--- src/rtl/hswh_pkg.sv ---
`timescale 1ns / 1ps
`default_nettype none

package hswh_pkg;

    localparam int NUM_BUCKETS = 48;
    localparam int IDX_W       = $clog2(NUM_BUCKETS);
    localparam int CNT_W       = $clog2(NUM_BUCKETS + 1);
    localparam int INDEX_IN_W  = 6;
    localparam int CMP_W       = (IDX_W > INDEX_IN_W) ? IDX_W : INDEX_IN_W;

    localparam int BUCKET_W    = 8;
    localparam int SUM_W       = 14;
    localparam int HOUR_W      = 16;
    localparam int WORD_W      = 32;
    localparam int PCT_W       = 7;
    localparam int NUM_W       = WORD_W + PCT_W;
    localparam int DCNT_W      = $clog2(PCT_W + 1);
    localparam int PADDR_W     = 2;
    localparam int PDATA_W     = 32;

    localparam logic [BUCKET_W-1:0] BUCKET_MAX   = 8'd255;
    localparam logic [SUM_W-1:0]    SUM_MAX      = 14'h3FFF;
    localparam logic [HOUR_W-1:0]   DEFAULT_HOUR = 16'd3600;
    localparam logic [WORD_W-1:0]   WORD_MAX     = 32'hFFFF_FFFF;
    localparam logic [PCT_W-1:0]    PCT_SCALE    = 7'd100;

    localparam logic [PADDR_W-1:0]  ADDR_SECONDS_PER_HOUR = 2'd0;

    typedef enum logic [1:0] {
        CMD_TICK,
        CMD_ATTEMPT,
        CMD_READ,
        CMD_CLEAR
    } cmd_code_t;

    typedef enum logic [2:0] {
        ST_IDLE,
        ST_APPLY,
        ST_INC_RD,
        ST_INC_WR,
        ST_SCAN,
        ST_MUL,
        ST_DIV,
        ST_LOAD
    } state_t;

    typedef struct packed {
        logic capture;
        logic apply;
        logic inc_read;
        logic inc_write;
        logic scan_init;
        logic scan_step;
        logic div_init;
        logic div_step;
        logic result_load;
    } dp_ctl_t;

    typedef struct packed {
        logic success_attempt;
        logic scan_done;
        logic div_done;
    } dp_sts_t;

endpackage

`default_nettype wire

--- src/rtl/hswh_ram.sv ---
`timescale 1ns / 1ps
`default_nettype none

module hswh_ram #(
    parameter int WIDTH = 8,
    parameter int DEPTH = 48
) (
    input  wire logic                     clk,
    input  wire logic                     we,
    input  wire logic [$clog2(DEPTH)-1:0] waddr,
    input  wire logic [WIDTH-1:0]         wdata,
    input  wire logic [$clog2(DEPTH)-1:0] raddr,
    output logic      [WIDTH-1:0]         rdata
);

    logic [WIDTH-1:0] mem [DEPTH];

    always_ff @(posedge clk)
    begin
        if (we)
        begin
            mem[waddr] <= wdata;
        end
        rdata <= mem[raddr];
    end

endmodule

`default_nettype wire

--- src/rtl/hswh_ctrl.sv ---
`timescale 1ns / 1ps
`default_nettype none

module hswh_ctrl (
    input  wire logic              clk,
    input  wire logic              rst_n,
    input  wire logic              in_valid,
    output logic                   in_ready,
    output logic                   out_valid,
    input  wire logic              out_ready,
    input  wire hswh_pkg::dp_sts_t sts,
    output hswh_pkg::dp_ctl_t      ctl
);

    hswh_pkg::state_t state_reg;
    hswh_pkg::state_t state_next;
    logic             out_valid_reg;
    logic             out_valid_next;

    always_ff @(posedge clk or negedge rst_n)
    begin
        if (!rst_n)
        begin
            state_reg     <= hswh_pkg::ST_IDLE;
            out_valid_reg <= 1'b0;
        end
        else
        begin
            state_reg     <= state_next;
            out_valid_reg <= out_valid_next;
        end
    end

    always_comb
    begin
        state_next = state_reg;
        ctl        = '0;
        in_ready   = 1'b0;
        case (state_reg)
            hswh_pkg::ST_IDLE:
            begin
                in_ready = 1'b1;
                if (in_valid)
                begin
                    ctl.capture = 1'b1;
                    state_next  = hswh_pkg::ST_APPLY;
                end
            end
            hswh_pkg::ST_APPLY:
            begin
                ctl.apply     = 1'b1;
                ctl.scan_init = 1'b1;
                state_next    = sts.success_attempt ? hswh_pkg::ST_INC_RD : hswh_pkg::ST_SCAN;
            end
            hswh_pkg::ST_INC_RD:
            begin
                ctl.inc_read = 1'b1;
                state_next   = hswh_pkg::ST_INC_WR;
            end
            hswh_pkg::ST_INC_WR:
            begin
                ctl.inc_write = 1'b1;
                state_next    = hswh_pkg::ST_SCAN;
            end
            hswh_pkg::ST_SCAN:
            begin
                ctl.scan_step = 1'b1;
                if (sts.scan_done)
                begin
                    state_next = hswh_pkg::ST_MUL;
                end
            end
            hswh_pkg::ST_MUL:
            begin
                ctl.div_init = 1'b1;
                state_next   = hswh_pkg::ST_DIV;
            end
            hswh_pkg::ST_DIV:
            begin
                ctl.div_step = 1'b1;
                if (sts.div_done)
                begin
                    state_next = hswh_pkg::ST_LOAD;
                end
            end
            hswh_pkg::ST_LOAD:
            begin
                if (!out_valid_reg || out_ready)
                begin
                    ctl.result_load = 1'b1;
                    state_next      = hswh_pkg::ST_IDLE;
                end
            end
            default:
            begin
                state_next = hswh_pkg::ST_IDLE;
            end
        endcase
    end

    always_comb
    begin
        out_valid_next = out_valid_reg;
        if (ctl.result_load)
        begin
            out_valid_next = 1'b1;
        end
        else if (out_ready)
        begin
            out_valid_next = 1'b0;
        end
    end

    assign out_valid = out_valid_reg;

`ifndef SYNTHESIS
    a_load_no_overwrite: assert property (@(posedge clk) disable iff (!rst_n)
        ctl.result_load |-> (!out_valid_reg || out_ready))
        else $error("result loaded over an untaken word");

    a_inc_follows_read: assert property (@(posedge clk) disable iff (!rst_n)
        (state_reg == hswh_pkg::ST_INC_WR) |-> ($past(state_reg) == hswh_pkg::ST_INC_RD))
        else $error("bucket write without a preceding read");

    a_valid_from_load: assert property (@(posedge clk) disable iff (!rst_n)
        $rose(out_valid_reg) |-> ($past(state_reg) == hswh_pkg::ST_LOAD))
        else $error("output valid raised outside the load state");

    a_div_exit: assert property (@(posedge clk) disable iff (!rst_n)
        (state_reg == hswh_pkg::ST_DIV) |=>
            (state_reg == hswh_pkg::ST_DIV || state_reg == hswh_pkg::ST_LOAD))
        else $error("divider left to an unexpected state");
`endif

endmodule

`default_nettype wire

--- src/rtl/hswh_dp.sv ---
`timescale 1ns / 1ps
`default_nettype none

module hswh_dp (
    input  wire logic                                clk,
    input  wire logic                                rst_n,
    input  wire hswh_pkg::dp_ctl_t                   ctl,
    output hswh_pkg::dp_sts_t                        sts,
    input  wire logic [hswh_pkg::HOUR_W-1:0]         seconds_per_hour,
    input  wire logic [1:0]                          cmd,
    input  wire logic                                success,
    input  wire logic [hswh_pkg::INDEX_IN_W-1:0]     bucket_index,
    input  wire logic [hswh_pkg::WORD_W-1:0]         now_ms,
    output logic      [hswh_pkg::BUCKET_W-1:0]       bucket_value,
    output logic      [hswh_pkg::BUCKET_W-1:0]       peak_bucket,
    output logic      [hswh_pkg::SUM_W-1:0]          window_sum,
    output logic      [hswh_pkg::WORD_W-1:0]         total_successes,
    output logic      [hswh_pkg::WORD_W-1:0]         total_attempts,
    output logic      [hswh_pkg::WORD_W-1:0]         last_success_ms,
    output logic      [hswh_pkg::WORD_W-1:0]         last_attempt_ms,
    output logic      [hswh_pkg::PCT_W-1:0]          success_percent,
    output logic                                     hour_rolled
);

    // Captured input word.
    hswh_pkg::cmd_code_t                  cmd_reg;
    logic                                 success_reg;
    logic [hswh_pkg::INDEX_IN_W-1:0]      index_reg;
    logic [hswh_pkg::WORD_W-1:0]          now_reg;

    // Persistent state.
    logic [hswh_pkg::HOUR_W-1:0]          tick_reg, tick_next;
    logic [hswh_pkg::WORD_W-1:0]          succ_total_reg, succ_total_next;
    logic [hswh_pkg::WORD_W-1:0]          att_total_reg, att_total_next;
    logic [hswh_pkg::WORD_W-1:0]          last_succ_reg, last_succ_next;
    logic [hswh_pkg::WORD_W-1:0]          last_att_reg, last_att_next;
    logic [hswh_pkg::IDX_W-1:0]           head_reg, head_next;
    logic [hswh_pkg::NUM_BUCKETS-1:0]     valid_reg, valid_next;
    logic                                 rolled_reg, rolled_next;

    // Scan and divide.
    logic [hswh_pkg::CNT_W-1:0]           scan_cnt_reg, scan_cnt_next;
    logic                                 pend_reg, pend_next;
    logic [hswh_pkg::IDX_W-1:0]           pend_idx_reg;
    logic [hswh_pkg::BUCKET_W-1:0]        peak_reg, peak_next;
    logic [hswh_pkg::SUM_W-1:0]           sum_reg, sum_next;
    logic [hswh_pkg::BUCKET_W-1:0]        bval_reg, bval_next;
    logic [hswh_pkg::NUM_W-1:0]           rem_reg, rem_next;
    logic [hswh_pkg::NUM_W-1:0]           dsh_reg, dsh_next;
    logic [hswh_pkg::PCT_W-1:0]           quo_reg, quo_next;
    logic [hswh_pkg::DCNT_W-1:0]          dcnt_reg, dcnt_next;
    logic                                 rd_valid_reg;

    // Result word.
    logic [hswh_pkg::BUCKET_W-1:0]        bucket_value_reg;
    logic [hswh_pkg::BUCKET_W-1:0]        peak_bucket_reg;
    logic [hswh_pkg::SUM_W-1:0]           window_sum_reg;
    logic [hswh_pkg::WORD_W-1:0]          total_successes_reg;
    logic [hswh_pkg::WORD_W-1:0]          total_attempts_reg;
    logic [hswh_pkg::WORD_W-1:0]          last_success_ms_reg;
    logic [hswh_pkg::WORD_W-1:0]          last_attempt_ms_reg;
    logic [hswh_pkg::PCT_W-1:0]           success_percent_reg;
    logic                                 hour_rolled_reg;

    logic [hswh_pkg::IDX_W-1:0]           newest_addr;
    logic [hswh_pkg::IDX_W:0]             scan_sum;
    logic [hswh_pkg::IDX_W-1:0]           scan_addr;
    logic [hswh_pkg::IDX_W-1:0]           rd_addr;
    logic [hswh_pkg::BUCKET_W-1:0]        ram_q;
    logic [hswh_pkg::BUCKET_W-1:0]        rd_value;
    logic [hswh_pkg::BUCKET_W-1:0]        inc_value;
    logic                                 scan_issue;
    logic [hswh_pkg::HOUR_W:0]            tick_plus;
    logic [hswh_pkg::SUM_W:0]             sum_plus;
    logic [hswh_pkg::NUM_W-1:0]           product;
    logic [hswh_pkg::PCT_W-1:0]           pct_value;

    assign newest_addr = (head_reg == '0) ? hswh_pkg::IDX_W'(hswh_pkg::NUM_BUCKETS - 1)
                                          : head_reg - 1'b1;
    assign scan_sum    = (hswh_pkg::IDX_W + 1)'(head_reg)
                       + (hswh_pkg::IDX_W + 1)'(scan_cnt_reg[hswh_pkg::IDX_W-1:0]);
    assign scan_addr   = (scan_sum >= (hswh_pkg::IDX_W + 1)'(hswh_pkg::NUM_BUCKETS))
                       ? hswh_pkg::IDX_W'(scan_sum - (hswh_pkg::IDX_W + 1)'(hswh_pkg::NUM_BUCKETS))
                       : hswh_pkg::IDX_W'(scan_sum);
    assign rd_addr     = ctl.inc_read ? newest_addr : scan_addr;
    assign rd_value    = rd_valid_reg ? ram_q : '0;
    assign inc_value   = (rd_value == hswh_pkg::BUCKET_MAX) ? hswh_pkg::BUCKET_MAX
                                                           : rd_value + 1'b1;
    assign scan_issue  = ctl.scan_step && (scan_cnt_reg != hswh_pkg::CNT_W'(hswh_pkg::NUM_BUCKETS));
    assign tick_plus   = (hswh_pkg::HOUR_W + 1)'(tick_reg) + 1'b1;
    assign sum_plus    = (hswh_pkg::SUM_W + 1)'(sum_reg) + (hswh_pkg::SUM_W + 1)'(rd_value);
    assign product     = hswh_pkg::NUM_W'(succ_total_reg) * hswh_pkg::NUM_W'(hswh_pkg::PCT_SCALE);
    assign pct_value   = (att_total_reg == '0) ? '0
                       : ((quo_reg > hswh_pkg::PCT_SCALE) ? hswh_pkg::PCT_SCALE : quo_reg);

    hswh_ram #(
        .WIDTH (hswh_pkg::BUCKET_W),
        .DEPTH (hswh_pkg::NUM_BUCKETS)
    ) u_bucket_ram (
        .clk   (clk),
        .we    (ctl.inc_write),
        .waddr (newest_addr),
        .wdata (inc_value),
        .raddr (rd_addr),
        .rdata (ram_q)
    );

    always_comb
    begin
        tick_next       = tick_reg;
        succ_total_next = succ_total_reg;
        att_total_next  = att_total_reg;
        last_succ_next  = last_succ_reg;
        last_att_next   = last_att_reg;
        head_next       = head_reg;
        valid_next      = valid_reg;
        rolled_next     = rolled_reg;
        if (ctl.capture)
        begin
            rolled_next = 1'b0;
        end
        if (ctl.apply)
        begin
            case (cmd_reg)
                hswh_pkg::CMD_TICK:
                begin
                    if (tick_plus >= (hswh_pkg::HOUR_W + 1)'(seconds_per_hour))
                    begin
                        // The oldest entry is reused as the new current hour.
                        tick_next            = '0;
                        valid_next[head_reg] = 1'b0;
                        head_next            = (head_reg == hswh_pkg::IDX_W'(hswh_pkg::NUM_BUCKETS - 1))
                                             ? '0 : head_reg + 1'b1;
                        rolled_next          = 1'b1;
                    end
                    else
                    begin
                        tick_next = hswh_pkg::HOUR_W'(tick_plus);
                    end
                end
                hswh_pkg::CMD_ATTEMPT:
                begin
                    att_total_next = (att_total_reg == hswh_pkg::WORD_MAX)
                                   ? att_total_reg : att_total_reg + 1'b1;
                    last_att_next  = now_reg;
                    if (success_reg)
                    begin
                        succ_total_next = (succ_total_reg == hswh_pkg::WORD_MAX)
                                        ? succ_total_reg : succ_total_reg + 1'b1;
                        last_succ_next  = now_reg;
                    end
                end
                hswh_pkg::CMD_READ:
                begin
                    tick_next = tick_reg;
                end
                hswh_pkg::CMD_CLEAR:
                begin
                    tick_next       = '0;
                    succ_total_next = '0;
                    att_total_next  = '0;
                    last_succ_next  = '0;
                    last_att_next   = '0;
                    head_next       = '0;
                    valid_next      = '0;
                end
                default:
                begin
                    tick_next = tick_reg;
                end
            endcase
        end
        if (ctl.inc_write)
        begin
            valid_next[newest_addr] = 1'b1;
        end
    end

    always_comb
    begin
        scan_cnt_next = scan_cnt_reg;
        pend_next     = 1'b0;
        peak_next     = peak_reg;
        sum_next      = sum_reg;
        bval_next     = bval_reg;
        if (ctl.capture)
        begin
            bval_next = '0;
        end
        if (ctl.scan_init)
        begin
            scan_cnt_next = '0;
            peak_next     = '0;
            sum_next      = '0;
        end
        else
        begin
            if (scan_issue)
            begin
                scan_cnt_next = scan_cnt_reg + 1'b1;
                pend_next     = 1'b1;
            end
            if (pend_reg)
            begin
                if (rd_value > peak_reg)
                begin
                    peak_next = rd_value;
                end
                sum_next = (sum_plus > (hswh_pkg::SUM_W + 1)'(hswh_pkg::SUM_MAX))
                         ? hswh_pkg::SUM_MAX : hswh_pkg::SUM_W'(sum_plus);
                if (cmd_reg == hswh_pkg::CMD_READ
                    && hswh_pkg::CMP_W'(pend_idx_reg) == hswh_pkg::CMP_W'(index_reg))
                begin
                    bval_next = rd_value;
                end
            end
        end
    end

    always_comb
    begin
        rem_next  = rem_reg;
        dsh_next  = dsh_reg;
        quo_next  = quo_reg;
        dcnt_next = dcnt_reg;
        if (ctl.div_init)
        begin
            rem_next  = product;
            dsh_next  = hswh_pkg::NUM_W'(att_total_reg) << (hswh_pkg::PCT_W - 1);
            quo_next  = '0;
            dcnt_next = '0;
        end
        else if (ctl.div_step && !sts.div_done)
        begin
            if (rem_reg >= dsh_reg)
            begin
                rem_next = rem_reg - dsh_reg;
                quo_next = {quo_reg[hswh_pkg::PCT_W-2:0], 1'b1};
            end
            else
            begin
                quo_next = {quo_reg[hswh_pkg::PCT_W-2:0], 1'b0};
            end
            dsh_next  = dsh_reg >> 1;
            dcnt_next = dcnt_reg + 1'b1;
        end
    end

    always_ff @(posedge clk or negedge rst_n)
    begin
        if (!rst_n)
        begin
            tick_reg       <= '0;
            succ_total_reg <= '0;
            att_total_reg  <= '0;
            last_succ_reg  <= '0;
            last_att_reg   <= '0;
            head_reg       <= '0;
            valid_reg      <= '0;
            scan_cnt_reg   <= '0;
            pend_reg       <= 1'b0;
            dcnt_reg       <= '0;
        end
        else
        begin
            tick_reg       <= tick_next;
            succ_total_reg <= succ_total_next;
            att_total_reg  <= att_total_next;
            last_succ_reg  <= last_succ_next;
            last_att_reg   <= last_att_next;
            head_reg       <= head_next;
            valid_reg      <= valid_next;
            scan_cnt_reg   <= scan_cnt_next;
            pend_reg       <= pend_next;
            dcnt_reg       <= dcnt_next;
        end
    end

    always_ff @(posedge clk)
    begin
        if (ctl.capture)
        begin
            cmd_reg     <= hswh_pkg::cmd_code_t'(cmd);
            success_reg <= success;
            index_reg   <= bucket_index;
            now_reg     <= now_ms;
        end
        rolled_reg   <= rolled_next;
        pend_idx_reg <= scan_cnt_reg[hswh_pkg::IDX_W-1:0];
        rd_valid_reg <= valid_reg[rd_addr];
        peak_reg     <= peak_next;
        sum_reg      <= sum_next;
        bval_reg     <= bval_next;
        rem_reg      <= rem_next;
        dsh_reg      <= dsh_next;
        quo_reg      <= quo_next;
        if (ctl.result_load)
        begin
            bucket_value_reg    <= bval_reg;
            peak_bucket_reg     <= (peak_reg == '0) ? hswh_pkg::BUCKET_W'(1) : peak_reg;
            window_sum_reg      <= sum_reg;
            total_successes_reg <= succ_total_reg;
            total_attempts_reg  <= att_total_reg;
            last_success_ms_reg <= last_succ_reg;
            last_attempt_ms_reg <= last_att_reg;
            success_percent_reg <= pct_value;
            hour_rolled_reg     <= rolled_reg;
        end
    end

    assign sts.success_attempt = (cmd_reg == hswh_pkg::CMD_ATTEMPT) && success_reg;
    assign sts.scan_done       = (scan_cnt_reg == hswh_pkg::CNT_W'(hswh_pkg::NUM_BUCKETS)) && !pend_reg;
    assign sts.div_done        = (dcnt_reg == hswh_pkg::DCNT_W'(hswh_pkg::PCT_W));

    assign bucket_value    = bucket_value_reg;
    assign peak_bucket     = peak_bucket_reg;
    assign window_sum      = window_sum_reg;
    assign total_successes = total_successes_reg;
    assign total_attempts  = total_attempts_reg;
    assign last_success_ms = last_success_ms_reg;
    assign last_attempt_ms = last_attempt_ms_reg;
    assign success_percent = success_percent_reg;
    assign hour_rolled     = hour_rolled_reg;

endmodule

`default_nettype wire

--- src/rtl/hourly_success_window_histogram.sv ---
// Hourly success histogram: each input word is a tick, an attempt, a bucket read or a
// clear, and each produces exactly one result word with the peak bucket, window sum,
// saturating totals, last timestamps and success percentage. The buckets live in a
// single-port-read RAM addressed as a ring, so a window shift moves a head pointer and
// clears the valid bit of the reused bucket. Words are handled one at a time; a
// successful attempt also needs a read-modify-write of the current bucket. Each word
// passes through applying the command, the bucket scan (one RAM read per cycle), a
// 7-step restoring divider for the percentage and the result load. A finished word waits
// in the output register while the next word is taken. Register seconds_per_hour sits
// at address 0 and resets to 3600.
`timescale 1ns / 1ps
`default_nettype none

module hourly_success_window_histogram (
    input  wire logic                                clk,
    input  wire logic                                rst_n,
    input  wire logic                                psel,
    input  wire logic                                penable,
    input  wire logic                                pwrite,
    input  wire logic [hswh_pkg::PADDR_W-1:0]        paddr,
    input  wire logic [hswh_pkg::PDATA_W-1:0]        pwdata,
    output logic      [hswh_pkg::PDATA_W-1:0]        prdata,
    output logic                                     pready,
    input  wire logic                                in_valid,
    output logic                                     in_ready,
    input  wire logic [1:0]                          cmd,
    input  wire logic                                success,
    input  wire logic [hswh_pkg::INDEX_IN_W-1:0]     bucket_index,
    input  wire logic [hswh_pkg::WORD_W-1:0]         now_ms,
    output logic                                     out_valid,
    input  wire logic                                out_ready,
    output logic      [hswh_pkg::BUCKET_W-1:0]       bucket_value,
    output logic      [hswh_pkg::BUCKET_W-1:0]       peak_bucket,
    output logic      [hswh_pkg::SUM_W-1:0]          window_sum,
    output logic      [hswh_pkg::WORD_W-1:0]         total_successes,
    output logic      [hswh_pkg::WORD_W-1:0]         total_attempts,
    output logic      [hswh_pkg::WORD_W-1:0]         last_success_ms,
    output logic      [hswh_pkg::WORD_W-1:0]         last_attempt_ms,
    output logic      [hswh_pkg::PCT_W-1:0]          success_percent,
    output logic                                     hour_rolled
);

    logic [hswh_pkg::HOUR_W-1:0] sph_reg;
    logic [hswh_pkg::HOUR_W-1:0] sph_next;
    hswh_pkg::dp_ctl_t           dp_ctl;
    hswh_pkg::dp_sts_t           dp_sts;

    assign pready = 1'b1;

    always_comb
    begin
        sph_next = sph_reg;
        if (psel && penable && pwrite && pready && paddr == hswh_pkg::ADDR_SECONDS_PER_HOUR)
        begin
            sph_next = pwdata[hswh_pkg::HOUR_W-1:0];
        end
    end

    always_ff @(posedge clk or negedge rst_n)
    begin
        if (!rst_n)
        begin
            sph_reg <= hswh_pkg::DEFAULT_HOUR;
        end
        else
        begin
            sph_reg <= sph_next;
        end
    end

    assign prdata = (paddr == hswh_pkg::ADDR_SECONDS_PER_HOUR)
                  ? hswh_pkg::PDATA_W'(sph_reg) : '0;

    hswh_ctrl u_ctrl (
        .clk       (clk),
        .rst_n     (rst_n),
        .in_valid  (in_valid),
        .in_ready  (in_ready),
        .out_valid (out_valid),
        .out_ready (out_ready),
        .sts       (dp_sts),
        .ctl       (dp_ctl)
    );

    hswh_dp u_dp (
        .clk              (clk),
        .rst_n            (rst_n),
        .ctl              (dp_ctl),
        .sts              (dp_sts),
        .seconds_per_hour (sph_reg),
        .cmd              (cmd),
        .success          (success),
        .bucket_index     (bucket_index),
        .now_ms           (now_ms),
        .bucket_value     (bucket_value),
        .peak_bucket      (peak_bucket),
        .window_sum       (window_sum),
        .total_successes  (total_successes),
        .total_attempts   (total_attempts),
        .last_success_ms  (last_success_ms),
        .last_attempt_ms  (last_attempt_ms),
        .success_percent  (success_percent),
        .hour_rolled      (hour_rolled)
    );

endmodule

`default_nettype wire
--- config.mk ---
export PLATFORM = sky130hd
export DESIGN_NAME = hourly_success_window_histogram
export DESIGN_NICKNAME = d
export VERILOG_FILES = /design/src/rtl/hswh_pkg.sv /design/src/rtl/hswh_ram.sv /design/src/rtl/hswh_ctrl.sv /design/src/rtl/hswh_dp.sv /design/src/rtl/hourly_success_window_histogram.sv
export SDC_FILE = /design/constraint.sdc
export NUM_CORES = 2
export LEC_CHECK = 0
export BUFFER_PORTS_ARGS = -buffer_cell sky130_fd_sc_hd__buf_2
export CAP_MARGIN = 20
export CORE_ASPECT_RATIO = 1.5
export CORE_MARGIN = 3
export CORE_UTILIZATION = 61
export CTS_CLUSTER_SIZE = 30
export DETAILED_ROUTE_END_ITERATION = 16
export PLACE_DENSITY = 0.81
export SLEW_MARGIN = 10
export SYNTH_ARGS = -nofsm -noshare
export SYNTH_HDL_FRONTEND = slang
export SYNTH_HIERARCHICAL = 1
export SYNTH_SLANG_ARGS = --single-unit
--- constraint.sdc ---
create_clock -name clk -period 5.5 [get_ports clk]
set_input_delay 1.375 -clock clk [delete_from_list [all_inputs] [get_ports clk]]
set_output_delay 1.375 -clock clk [all_outputs]
set_load 0.02 [all_outputs]
; Word-level counts from Yosys, hierarchy flattened
; Memory sizes are Yosys's and may differ from the RTL's. A register that Yosys moved wholly into a read port is not among the register bits.
; Index checks and enable logic that the tools add are counted.
[word_totals]
register_bits = 557
mem_bits_rw = 384
input_bits = 82
output_inout_bits = 201
wordCells = 201
n_memories = 1
[op_classes]
n_addsub = 12
multipliers = 1
magnitude_cmp = 11
n_eq_ne = 26
muxes = 72
bitwise_logic = 3
n_reduce_logical = 37
[mem_list]
columns = memory, depth, word_bits, rd, rd_clocked_by_memory_dff, wr, line_no
row1 = u_dp.u_bucket_ram.mem, 48, 8, 1, 1, 1, hswh_ram.sv:16  ; logic [WIDTH-1:0] mem [DEPTH];
[ops]
columns = cell, count
row1 = $pmux W32 S2, 4
row2 = $mux W48, 3
row3 = $mux W32, 4
row4 = $mux W39, 3
row5 = $pmux W48 S2, 1
row6 = $mux W38, 2
row7 = $add A32 B1 Y32 const B, 2
row8 = $eq A32 B32 Y1 const B, 2
row9 = $and A48 B48 Y48, 1
row10 = $mux W8, 6
row11 = $not A48 Y48, 1
row12 = $or A48 B48 Y48, 1
row13 = $mux W6, 7
row14 = $ge A39 B38 Y1, 1
row15 = $sub A39 B38 Y39, 1
row16 = $mul A32 B5 Y37 const B, 1
row17 = $logic_not A32 Y1, 1
row18 = $mux W16, 2
row19 = $pmux W16 S2, 1
row20 = $mux W1, 25
row21 = $pmux W3 S8, 1
row22 = $lt A6 B7 Y1 const B, 3
row23 = $mux W3, 7
row24 = $add A16 B1 Y17 const B, 1
row25 = other kinds (41), 81

; Depth between registers and ports, before layout
[logic_depth]
word_depth = 11
ltp_mapped = 19
depth_no_buf = 15

; By module
; Netlist, hierarchy kept.
[by_module_without_submodules]
columns = mod, n_inst, cells_per_inst, area_each_um2, seq_area_each_um2
row1 = hswh_dp, 1, 2705, 28378.5, 14554.0
row2 = hswh_ram, 1, 793, 15349.7, 11691.2
row3 = hourly_success_window_histogram, 1, 72, 915.9, 405.4
row4 = hswh_ctrl, 1, 33, 281.5, 100.1

; Worst setup path before layout
; No wires, ideal clock.
[synth_path]
path_kind = register -> register
start = reg u_dp/succ_total_reg[4] (netlist name)
end = reg u_dp/rem_reg[32] (netlist name) (data pin)
setup_time_ns = 0.256
arrival_time_ns = 3.561
setup_slack_ns = 1.683
path_stages_with_launch = 16
n_path_buf = 1
period_less_slack_ns = 3.817
path_cell_list = dfrtp_1 > ha_1 > ha_1 > inv_1 > fa_1 > inv_1 > ha_1 > clkbuf_1 > a21o_1 > a311oi_1 > or3_4 > a2111oi_4 > o211ai_1 > and2_1 > xnor2_1 > a22o_1
[synth_between]
elab_chain_cells = 2
[synth_rtl]
columns = element, line_no
row1 = from (decl), hswh_dp.sv:33  ; logic [hswh_pkg::WORD_W-1:0] succ_total_reg, succ_total_next;
row2 = from (signal assigned), hswh_dp.sv:267  ; succ_total_reg <= succ_total_next;
row3 = $mul A32 B5 Y37, hswh_dp.sv:92  ; assign product = hswh_pkg::NUM_W'(succ_total_reg) * hswh_pkg::NUM_W'(hswh_pkg::PCT_SCALE);
row4 = $mux W39, hswh_dp.sv:226  ; if (ctl.div_init)
row5 = "named net u_dp.rem_next, one bit", hswh_dp.sv:48  ; logic [hswh_pkg::NUM_W-1:0] rem_reg, rem_next;
row6 = to (signal assigned), hswh_dp.sv:294  ; rem_reg <= rem_next;
row7 = to (decl), hswh_dp.sv:48
; The timed path passes the listed nets, and every way through them passes these cells.
; A chain may end at the register's enable or synchronous reset.

; Final worst setup path
[layout_path]
start = reg u_dp/tick_reg[2] (netlist name)
end = reg u_dp/tick_reg[12] (netlist name)
[layout_between]
elab_chain_cells = 4
[layout_rtl]
columns = element, line_no
row1 = from (decl), hswh_dp.sv:32  ; logic [hswh_pkg::HOUR_W-1:0] tick_reg, tick_next;
row2 = from (signal assigned), hswh_dp.sv:266  ; tick_reg <= tick_next;
row3 = $add A16 B1 Y17 *, hswh_dp.sv:90  ; assign tick_plus = (hswh_pkg::HOUR_W + 1)'(tick_reg) + 1'b1;
row4 = $ge A17 B16 Y1, hswh_dp.sv:127  ; if (tick_plus >= (hswh_pkg::HOUR_W + 1)'(seconds_per_hour))
row5 = $mux W16 *, hswh_dp.sv:127
row6 = $pmux W16 S2 *, hswh_dp.sv:124  ; case (cmd_reg)
; Every way passes the cells marked *; elsewhere a longest branch is shown, timed or not.

==> metrics.md <==
| Metric | Value |
|---|---|
| Status | `finished clean` |
| Top post-synthesis cells by area | `edfxtp_1, dfrtp_1, ha_1` |
| Die ar. | `roughly 77000 um^2` |
| Worst-path fanout max | `58` |
| Simple-gate share of the synthesized area | `0.0972` |
| Drt first pass iters | `5` |
| Initial antenna violation count | `3` |
| Layout cells sized above 1 | `0.141` |
| Critical hold path startpoint | `u_dp/bval_reg[5]` |
| Xor and xnor area share after synthesis | `0.0238` |
| Largest net degree at the start of global routing | `between 150 and 200` |
| Setup TNS | `0 ns` |
| Vias in the first global route | `~30000` |
| CP bufs+invs | `1` |
| Hold_buf cts | `0` |
| PortBufs | `between 200 and 250` |
| Routed WL | `approximately 110 mm` |
| Routability Congestion | `0.910` |
| Cell chain of the critical path | `and3_1, and3_1, and3_1, and3_1, and3_1, nand3_1, xnor2_1, ha_1, nand4_1, nor4_1, a311o_2, nor3_1, a211o_2, buf_4, nand3_1, mux2i_1` |
| RSZ-0062 raised after global routing | `no` |
| H-tree depth | `3` |
| First-pass GRT wire length | `~160 mm` |
| Setup Buffers After CTS | `0` |
| Clk sink count | `approximately 950` |
| Critical Path Start Type | `register` |
| Top delay family on crit path | `simple AND/OR/NAND/NOR gates` |
| Worst Tran Pin Value | `1.10 ns` |
| Final hold vios | `0` |
| Critical path startpoint | `u_dp/tick_reg[2]` |
| Resized Gates After CTS | `0` |
| CTS Root Cell | `clkbuf_16` |
| Synth Area in Adders | `0.0674` |
| Synth cell types | `95` |
| Synthesis Warnings | `6` |
| Largest register FFs | `384` |
| Peak supply drop | `between 200 and 300 uV` |
| Avg Cell Area, Syn | `between 10 and 15 um^2` |
| WS Path Type | `register to register` |
| Row count | `121` |
| GRT Overall Usage | `0.273` |
| Max Cap Violations | `0` |
| Most Frequent Cell on Critical Path | `and3_1` |
| Slew Limit Fails | `0` |
| Layout Cells excl Fill | `4870` |
| Detail Route Antenna Nets | `0` |
| Area leader, netlist | `edfxtp_1` |
| CP required | `6.05 ns` |
| Die width | `between 200 and 250 um` |
| HPWL after DPL | `71.5 mm` |
| RR Startpoint | `u_dp/tick_reg[2]` |
| Largest family of logic cells by synthesized area | `compound AO/OA/AOI/OAI gates` |
| Commonest cells after routing, fill and taps aside | `edfxtp_1, nand2_1, buf_2, inv_1, dfrtp_1` |
| Vias per cell | `6.11` |
| CP Data Arrival Time | `around 5.2 ns` |
| Met2 usage | `0.492` |
| Starting Density | `0.617` |
| Total gr overflow | `0` |
| Final setup fails | `0` |
| Hold Crit Class | `register to register` |
| CP max-delay cell | `a211o_2` |
| Post-synthesis compound-gate area fraction | `0.107` |
| GRT met3 Usage | `0.0366` |
| Routed len/inst | `21.8 um` |
| Syn Std Cell Area | `~45000 um^2` |
| Worst skew pair latency | `around 0.66 ns` |
| Area of the core | `roughly 73000 um^2` |
| CTS max path bufs | `3` |
| Relative slew slack | `0.266` |
| CTS Buf Count | `87` |
| Top Usage Layer GRT | `met2` |
| IO Pins | `283` |
| Total Power | `roughly 14000 uW` |
| Final worst path period need | `4.60 ns` |
| Post-synth top area share | `0.441` |
| Clock transition at path regs | `around 0.070 ns` |
| Initial DRC Count | `between 2000 and 3000` |
| Filler cells | `between 5000 and 6000` |
| Worst path max stage delay | `~0.84 ns` |
| Met1 Track Usage GR | `0.309` |
| Fmax | `217 MHz` |
| Layout Nets | `roughly 4000` |
| Fraction of registers with async set/reset | `0.240` |
| Commonest non-fill, non-tap cell in the layout | `edfxtp_1` |
| Crit end category | `register` |
| Post-synth EDFFs | `660` |
| Leakage | `between 0.02 and 0.025 uW` |
| #FFs+latches synth | `between 900 and 1000` |
| Fin crit share | `0.837` |
| CTS tree | `built` |
| Cell count after synthesis | `~3600` |
| Clock skew | `around 0.039 ns` |
| Dominant synthesized flop cell | `edfxtp_1` |
| P per Cell Area | `between 200 and 300 nW/um^2` |
| Placed cell count | `between 4000 and 5000` |
| Via count | `29746` |
| Die H | `about 340 um` |
| Post-synthesis sequential area ratio | `0.595` |
| Layout area overhead | `11.2%` |
| # DRC | `0` |
| Multiplexer share of the synthesized area | `0.0662` |
[layer usage]
layer	vias up	part of all wire
met5	-	0
met4	0	0.062
met3	348	0.055
met2	1123	0.53
met1	14576	0.36
li1	13699	-
[Yosys cell counts (69+ instances only)]
library cell,number
mux2i_1,154
dfrtp_1,224
xnor2_1,73
ha_1,194
nand2_1,328
nand3_1,69
o21ai_0,203
clkbuf_1,113
o22ai_1,77
edfxtp_1,660
inv_1,248
nor2_1,181
a21oi_1,145
[area by class of cell]
type                    count  area, um^2  area share
diodes                      2        5.00    0.000100
clock buffers             115        2400      0.0480
clock inverters            46         465     0.00932
inverters                 249         935      0.0187
multi-input cells        2225       16400       0.328
flip-flops and latches    949       26800       0.536
well taps                 984        1230      0.0246
repair buffers            300        1770      0.0355
[per-stage QoR]
step / setup WS (ns) / cell area (um^2) / hold slack [ns] / util
global route: 0.516 / 50000 / 0.437 / 0.686
global placement: 1.10 / 47000 / 0.414 / 0.645
floorplan: 1.68 / 45000 / 0.399 / -
detailed placement: 1.00 / 47000 / 0.418 / 0.645
finish: 0.898 / 50000 / 0.432 / 0.686
CTS: 0.949 / 49800 / 0.434 / 0.684
[where the power goes]
group	switching [uW]	leakage [uW]	internal, uW	total (uW)
combinational	116	0.00999	79.6	196
sequential	24.9	0.00989	7600	7630
clock	2680	0.00137	3350	6030
[cell families after synthesis]
kind of cell               count (synthesis)
AOI/OAI and AO/OA                        726
xor gates and xnor gates                 122
adders and majority gates                224
DFF                                      949
and+or+nand+nor                          910
other                                      2
muxes                                    226
buffers and inverters                    444
[worst reg2reg max path, stage by stage, from the launching register on]
cell and delay [ns]:
dfrtp_1 0.44, and3_1 0.23, and3_1 0.26, and3_1 0.29, and3_1 0.21, and3_1 0.25, nand3_1 0.11, xnor2_1 0.23
ha_1 0.29, nand4_1 0.10, nor4_1 0.06, a311o_2 0.37, nor3_1 0.14, a211o_2 0.84, buf_4 0.42, nand3_1 0.11
mux2i_1 0.16
[path summary, 6_finish.rpt]
kind                       depth (start not counted)               endpoint  slack (ns)
min                                                0   u_dp/bucket_value[5]        0.43
min in group asynchronous                          1            sph_reg[15]        0.76
min reg2reg                                        0   u_dp/bucket_value[5]        0.43
max reg2reg                                       16      u_dp/tick_reg[12]        0.90
max                                               16      u_dp/tick_reg[12]        0.90
max in group asynchronous                          2  u_dp/last_att_reg[28]        3.77
(Power assumes the default switching activity.)
